[config.mk]
export PLATFORM = sky130hd
export DESIGN_NAME = next_fit_id_allocator_top_flat
export DESIGN_NICKNAME = d
export VERILOG_FILES = /design/src/sv/nfia_pkg.sv /design/src/sv/nfia_if.sv /design/src/sv/next_fit_id_allocator_top.sv /design/src/sv/nfia_slot_map.sv /design/src/flat_wrapper.sv
export VERILOG_INCLUDE_DIRS = /design/src /design/src/sv
export SDC_FILE = /design/constraint.sdc
export NUM_CORES = 1
export LEC_CHECK = 0
export BUFFER_PORTS_ARGS = -buffer_cell sky130_fd_sc_hd__buf_2
export CORE_MARGIN = 4
export CORE_UTILIZATION = 67
export DETAILED_ROUTE_END_ITERATION = 8
export MAX_ROUTING_LAYER = met4
export PLACE_DENSITY_LB_ADDON = 0.15
export SYNTH_ARGS = -nofsm -noshare
export SYNTH_HDL_FRONTEND = slang
export SYNTH_SLANG_ARGS = --single-unit
[constraint.sdc]
create_clock -name clk -period 6.4 [get_ports clk]
set_input_delay 0.32 -clock clk [delete_from_list [all_inputs] [get_ports clk]]
set_output_delay 0.32 -clock clk [all_outputs]
set_load 0.05 [all_outputs]
[src/sv/next_fit_id_allocator_top_assert.svh]
// Assertion macros for the id allocator.
`ifndef NEXT_FIT_ID_ALLOCATOR_TOP_ASSERT_SVH
`define NEXT_FIT_ID_ALLOCATOR_TOP_ASSERT_SVH

`ifndef SYNTHESIS
`define NFIA_ASSERT(lbl, cond) \
    lbl: assert property (@(posedge clk) disable iff (!rst_n) (cond)) \
        else $error("id allocator check failed");
`define NFIA_ASSERT_NEXT(lbl, ante, cons) \
    lbl: assert property (@(posedge clk) disable iff (!rst_n) (ante) |=> (cons)) \
        else $error("id allocator sequence check failed");
`else
`define NFIA_ASSERT(lbl, cond)
`define NFIA_ASSERT_NEXT(lbl, ante, cons)
`endif

`endif

[src/sv/nfia_pkg.sv]
`default_nettype none
package nfia_pkg;

    localparam int NUM_IDS  = 64;
    localparam int SLOT_W   = $clog2(NUM_IDS);
    localparam int ID_W     = 7;
    localparam int STATUS_W = 2;

    localparam logic FUNC_ALLOC = 1'b0;
    localparam logic FUNC_FREE  = 1'b1;

    typedef enum logic [STATUS_W-1:0] {
        ST_OK        = 2'd0,
        ST_EXHAUSTED = 2'd1,
        ST_BAD_FREE  = 2'd2
    } status_t;

    typedef enum logic [1:0] {
        S_IDLE,
        S_SCAN,
        S_HOLD
    } state_t;

    typedef struct packed {
        logic              set;
        logic              clr;
        logic [SLOT_W-1:0] slot;
    } map_cmd_t;

endpackage
`default_nettype wire

[src/sv/nfia_if.sv]
`default_nettype none
interface nfia_req_if;
    import nfia_pkg::*;
    logic            valid;
    logic            ready;
    logic            func;
    logic [ID_W-1:0] free_id;

    modport source (output valid, func, free_id, input ready);
    modport sink   (input valid, func, free_id, output ready);
endinterface

interface nfia_rsp_if;
    import nfia_pkg::*;
    logic                valid;
    logic                ready;
    logic [ID_W-1:0]     granted_id;
    logic [STATUS_W-1:0] status;

    modport source (output valid, granted_id, status, input ready);
    modport sink   (input valid, granted_id, status, output ready);
endinterface
`default_nettype wire

[src/sv/next_fit_id_allocator_top.sv]
// Next-fit id allocator.
// Free: checked and cleared in the accept cycle; the result goes to the res registers,
// then through S_HOLD into the output register. Allocate: accept, then scan up to NUM_IDS
// slots, one slot probed per cycle through the single bitmap read port; then via S_HOLD out.
// One transaction in flight; a new request is taken only once the last result is in the output register.
// rst_n is asynchronous, active low: bitmap cleared, pointer to slot 0.
`default_nettype none
module next_fit_id_allocator_top (
    input wire logic   clk,
    input wire logic   rst_n,
    nfia_req_if.sink   req,
    nfia_rsp_if.source rsp
);
    import nfia_pkg::*;

    state_t              state_reg, state_next;
    logic [SLOT_W-1:0]   last_slot_reg, last_slot_next;
    logic [SLOT_W-1:0]   scan_slot_reg, scan_slot_next;
    logic [SLOT_W-1:0]   scan_cnt_reg, scan_cnt_next;
    logic [ID_W-1:0]     res_id_reg, res_id_next;
    status_t             res_status_reg, res_status_next;
    logic                out_valid_reg, out_valid_next;
    logic [ID_W-1:0]     out_id_reg, out_id_next;
    logic [STATUS_W-1:0] out_status_reg, out_status_next;

    logic [SLOT_W-1:0] rd_slot;
    logic              rd_used;
    map_cmd_t          cmd;
    logic [SLOT_W-1:0] free_slot;
    logic              free_in_range;
    logic              accept;
    logic              load;
    logic              scan_hit;

    function automatic logic [SLOT_W-1:0] slot_inc(input logic [SLOT_W-1:0] s);
        return (s == SLOT_W'(NUM_IDS - 1)) ? '0 : s + SLOT_W'(1);
    endfunction

    assign req.ready     = (state_reg == S_IDLE);
    assign accept        = req.valid && req.ready;
    assign free_slot     = SLOT_W'(req.free_id - ID_W'(1));
    assign free_in_range = (req.free_id != '0) && (req.free_id <= ID_W'(NUM_IDS));
    assign rd_slot       = (state_reg == S_IDLE) ? free_slot : scan_slot_reg;
    assign scan_hit      = (state_reg == S_SCAN) && !rd_used;
    assign load          = (state_reg == S_HOLD) && (!out_valid_reg || rsp.ready);

    nfia_slot_map u_map (
        .clk     (clk),
        .rst_n   (rst_n),
        .rd_slot (rd_slot),
        .rd_used (rd_used),
        .cmd     (cmd)
    );

    always_comb
    begin
        state_next      = state_reg;
        last_slot_next  = last_slot_reg;
        scan_slot_next  = scan_slot_reg;
        scan_cnt_next   = scan_cnt_reg;
        res_id_next     = res_id_reg;
        res_status_next = res_status_reg;
        cmd             = '{set: 1'b0, clr: 1'b0, slot: rd_slot};

        unique case (state_reg)
            S_IDLE:
            begin
                if (accept)
                begin
                    if (req.func == FUNC_ALLOC)
                    begin
                        scan_slot_next = slot_inc(last_slot_reg);
                        scan_cnt_next  = '0;
                        state_next     = S_SCAN;
                    end
                    else
                    begin
                        res_id_next = '0;
                        if (free_in_range && rd_used)
                        begin
                            cmd.clr         = 1'b1;
                            res_status_next = ST_OK;
                        end
                        else
                        begin
                            res_status_next = ST_BAD_FREE;
                        end
                        state_next = S_HOLD;
                    end
                end
            end
            S_SCAN:
            begin
                if (!rd_used)
                begin
                    cmd.set         = 1'b1;
                    last_slot_next  = scan_slot_reg;
                    res_id_next     = ID_W'(scan_slot_reg) + ID_W'(1);
                    res_status_next = ST_OK;
                    state_next      = S_HOLD;
                end
                else if (scan_cnt_reg == SLOT_W'(NUM_IDS - 1))
                begin
                    res_id_next     = '0;
                    res_status_next = ST_EXHAUSTED;
                    state_next      = S_HOLD;
                end
                else
                begin
                    scan_slot_next = slot_inc(scan_slot_reg);
                    scan_cnt_next  = scan_cnt_reg + SLOT_W'(1);
                end
            end
            S_HOLD:
            begin
                if (load)
                begin
                    state_next = S_IDLE;
                end
            end
            default:
            begin
                state_next = S_IDLE;
            end
        endcase
    end

    always_comb
    begin
        out_valid_next  = out_valid_reg;
        out_id_next     = out_id_reg;
        out_status_next = out_status_reg;
        if (load)
        begin
            out_valid_next  = 1'b1;
            out_id_next     = res_id_reg;
            out_status_next = res_status_reg;
        end
        else if (rsp.ready)
        begin
            out_valid_next = 1'b0;
        end
    end

    always_ff @(posedge clk or negedge rst_n)
    begin
        if (!rst_n)
        begin
            state_reg     <= S_IDLE;
            last_slot_reg <= '0;
            out_valid_reg <= 1'b0;
        end
        else
        begin
            state_reg     <= state_next;
            last_slot_reg <= last_slot_next;
            out_valid_reg <= out_valid_next;
        end
    end

    always_ff @(posedge clk)
    begin
        scan_slot_reg  <= scan_slot_next;
        scan_cnt_reg   <= scan_cnt_next;
        res_id_reg     <= res_id_next;
        res_status_reg <= res_status_next;
        out_id_reg     <= out_id_next;
        out_status_reg <= out_status_next;
    end

    assign rsp.valid      = out_valid_reg;
    assign rsp.granted_id = out_id_reg;
    assign rsp.status     = out_status_reg;

`include "next_fit_id_allocator_top_assert.svh"

    `NFIA_ASSERT(a_grant_form, rsp.valid |-> (rsp.granted_id <= ID_W'(NUM_IDS)) && ((rsp.granted_id == '0) || (rsp.status == ST_OK)))
    `NFIA_ASSERT(a_last_range, last_slot_reg <= SLOT_W'(NUM_IDS - 1))
    `NFIA_ASSERT_NEXT(a_ptr_moves, scan_hit, (last_slot_reg == $past(scan_slot_reg)) && (state_reg == S_HOLD))
    `NFIA_ASSERT_NEXT(a_hold_out, load, rsp.valid && (rsp.granted_id == $past(res_id_reg)))

endmodule
`default_nettype wire

[src/sv/nfia_slot_map.sv]
`default_nettype none
module nfia_slot_map (
    input  wire logic                        clk,
    input  wire logic                        rst_n,
    input  wire logic [nfia_pkg::SLOT_W-1:0] rd_slot,
    output logic                             rd_used,
    input  wire nfia_pkg::map_cmd_t          cmd
);
    import nfia_pkg::*;

    logic [NUM_IDS-1:0] map_reg;
    logic [NUM_IDS-1:0] map_next;

    assign rd_used = map_reg[rd_slot];

    always_comb
    begin
        map_next = map_reg;
        if (cmd.set)
        begin
            map_next[cmd.slot] = 1'b1;
        end
        else if (cmd.clr)
        begin
            map_next[cmd.slot] = 1'b0;
        end
    end

    always_ff @(posedge clk or negedge rst_n)
    begin
        if (!rst_n)
        begin
            map_reg <= '0;
        end
        else
        begin
            map_reg <= map_next;
        end
    end

endmodule
`default_nettype wire

[src/flat_wrapper.sv]
// flat-port wrapper written by rule: the top's interface ports become plain ports
module next_fit_id_allocator_top_flat import nfia_pkg::*;
  (clk, rst_n, req_valid, req_func, req_free_id, req_ready, rsp_valid, rsp_granted_id, rsp_status, rsp_ready);
  nfia_req_if req_i ();
  nfia_rsp_if rsp_i ();
  input wire logic clk;
  input wire logic rst_n;
  input wire logic [$bits(req_i.valid)-1:0] req_valid;
  input wire logic [$bits(req_i.func)-1:0] req_func;
  input wire logic [$bits(req_i.free_id)-1:0] req_free_id;
  output wire logic [$bits(req_i.ready)-1:0] req_ready;
  output wire logic [$bits(rsp_i.valid)-1:0] rsp_valid;
  output wire logic [$bits(rsp_i.granted_id)-1:0] rsp_granted_id;
  output wire logic [$bits(rsp_i.status)-1:0] rsp_status;
  input wire logic [$bits(rsp_i.ready)-1:0] rsp_ready;
  assign req_i.valid = req_valid;
  assign req_i.func = req_func;
  assign req_i.free_id = req_free_id;
  assign req_ready = req_i.ready;
  assign rsp_valid = rsp_i.valid;
  assign rsp_granted_id = rsp_i.granted_id;
  assign rsp_status = rsp_i.status;
  assign rsp_i.ready = rsp_ready;
  next_fit_id_allocator_top u_core (.clk(clk), .rst_n(rst_n), .req(req_i), .rsp(rsp_i));
endmodule
==> out/metrics.yaml <==
grt:
  grt_max_degree: 145
  grt_overflow: 0
  antenna_found_initial: 0
  grt_pass1_vias: 4675
  grt_pass1_wl_mm: 23.7
  track_usage: 0.299
clock_network:
  cts_num_sinks: 103
  ctsResizeCount: 0
  htree_levels: 3
  cts_tree: "built"
  cts_setup_buffers: 0
  cts-hold-fix-buffers: 0
  cts_made_buffers: 9
  clk_pin_slew_worst_paths_ps: 110
  ctsLongestPathBuffers: 2
  clock_latency_ps: 390
  cts_root_buf: "clkbuf_8"
place:
  place_hpwl_mm: 9.29
  io_buffers: 22
  dp_cells: 714
  pre_cts_ws_ps: 1650
  place_congestion: 0.893
sta:
  fin_crit_sh: 0.753
  setup_tns_ps: 0
  worstMarginPinSlew_ps: 1210
  whs_ps: 135
  min_period_ps: 4820
  worst_clock_skew_ps: 12.0
  final_hold_viol_count: 0
  slew-limit-headroom: 0.195
  drv_slew: 0
  rsz0062_at_grt: "no"
  layout_setup_ws_ps: 1580
  final-setup-viol-count: 0
  max_freq_ghz: 0.208
cells_and_area:
  register_area_um2: 2730
  synthToLayoutAreaGrowth_pct: 3.94
  fill_cells: 664
  nets: 634
  diodes: 0
  fin_util: 0.712
  finalNonFillerCells: 730
  multi_input_area_um2: 2980
  drive_gt1_frac: 0.0965
synthesis:
  netlist_instances: 635
  netlist.area_leader.share: 0.306
  synthArstFlopShare: 0.709
  ys_types: 48
  ys_warn_count: 0
  synth_edf_count: 30
  synth-main-ff-cell: "dfrtp_1"
  synth_common_cells: "nand3_1 (81), o21ai_0 (79), dfrtp_1 (73)"
  synth_seq_cells: 103
  ys_seq_area_frac: 0.456
  ys_top_cells_by_area: "dfrtp_1 (31%), edfxtp_1 (15%), o211ai_1 (8.0%)"
  synthesis.area_um2: 5980
  synth_nets: 652
  synth.most_common_cell: "nand3_1"
  avgSynthCellArea_um2: 9.41
  synth_top_cell_by_area: "dfrtp_1"
die:
  initial_core_util: 0.685
  die_y_um: 102
  pin_count: 23
  dieArea_um2: 10500
  rows: 34
  core_um2: 8720
  die-width_um: 102
critical_path:
  worstSetupStartpointType: "flip-flop"
  required_ps: 6680
  critPathArrivalTime_ps: 5100
  end_kind: "flip-flop"
  path_max_fanout: 144
  criticalPathCategory: "reg2reg"
run_status:
  status: "finished, final reports clean"
power:
  p_switching_mw: 1.44
  pwr-share-clk: 0.143
  seq_power_share: 0.330
  power_leakage_nw: 2.10
  power_density_nw_per_um2: 458
  p_int_mw: 1.41
  share_comb_of_total_power: 0.527
  peakVddDrop_uv: 276
  netSwitchingFraction: 0.504
routing:
  dr_total_vias: 5070
  drc: 0
  wl_per_cell_um: 20.0
  dr.pass1.iters: 5
  postRouteAntennaNets: 0
  drtIter0Drc: 444
  routed_via_density: 6.95
  wl_mm: 14.6
min_path:
  hold_class: "in2async"
flow_run:
  maxCapViolCount: 0
==> final timing paths <==
kind                                           from                          to  slack, ps  depth (start not counted)
min in group clk                          rsp_ready            u_core.rsp.valid        230                          3
hold reg to reg            u_core.res_status_reg[1]        u_core.rsp.status[1]        420                          0
hold / removal                                rst_n     u_core.last_slot_reg[3]        130                          2
setup / recovery                u_core.state_reg[1]     u_core.last_slot_reg[1]       1580                         10
max in group asynchronous                     rst_n  asynchronous set/reset pin       5600                          2
setup reg to reg                u_core.state_reg[1]     u_core.last_slot_reg[1]       1580                         10
==> per-layer routing <==
layer / up-vias / global-route usage / part of all wire
met4: 0 / 0.111 / 0.027
met3: 46 / 0.0635 / 0.068
met5: - / - / 0
met2: 190 / 0.447 / 0.47
met1: 2476 / 0.402 / 0.44
li1: 2358 / - / -
==> placed cells by master, fill, tap and decap left out, types with 5 or more instances in the layout <==
cell,instances
or3_1,67
xnor2_1,9
o22ai_1,7
nor2_1,23
ha_1,5
nand3_1,81
nand2_1,30
mux2i_1,22
o211ai_1,64
buf_4,6
xor2_1,8
edfxtp_1,30
o21ai_0,79
mux2_2,7
buf_2,22
nand2b_1,5
a21oi_1,12
dfrtp_1,73
clkbuf_8,9
clkinv_4,5
and3_1,8
==> per-stage QoR <==
step / power (mW) / cell area [um2]
2_1_floorplan: 2.09 / 5980
6_report: 2.85 / 6210
5_1_grt: 3.02 / 6210
3_5_place_dp: 2.41 / 6020
4_1_cts: 2.82 / 6210
3_3_place_gp: 2.37 / 6020
==> power by group through the flow <==
stage	logic, mW	clock network, mW	registers (mW)
global route	1.63	0.436	0.951
global placement	1.43	0	0.941
CTS	1.47	0.408	0.936
floorplan	1.12	0	0.968
finish	1.50	0.407	0.940
detailed placement	1.46	0	0.950
==> critical path, stage by stage, from the launching register on <==
cell and delay [ps]:
dfrtp_1 480, or2_1 460, clkinv_4 190, a21boi_4 500
buf_4 440, mux2i_1 130, mux2i_1 220, a221oi_1 140
nor4_1 690, a211o_4 990, mux2_2 430
==> cells by family (layout without fill, tap and decap cells) <==
group                    count (synthesis)  in the layout  synth area share
flip-flops                             103            103             0.456
buffers and inverters                   62             49            0.0502
XOR/XNOR                                17             17            0.0249
AND/OR/NAND/NOR                        228            228             0.200
adder cells (fa/ha/maj)                  5              5            0.0105
AO/OA/AOI/OAI                          187            187             0.199
multiplexers                            33             33            0.0588
==> area by class of cell <==
cell class                 instances  share of cell area
clock buffer                       9              0.0199
clock inverter                     7              0.0113
inverter                           5             0.00383
multi-input combinational        470               0.479
sequential                       103               0.439
tap                              108              0.0218
timing repair buffer              28              0.0250
No activity file was read; power rests on OpenSTA's default activity.
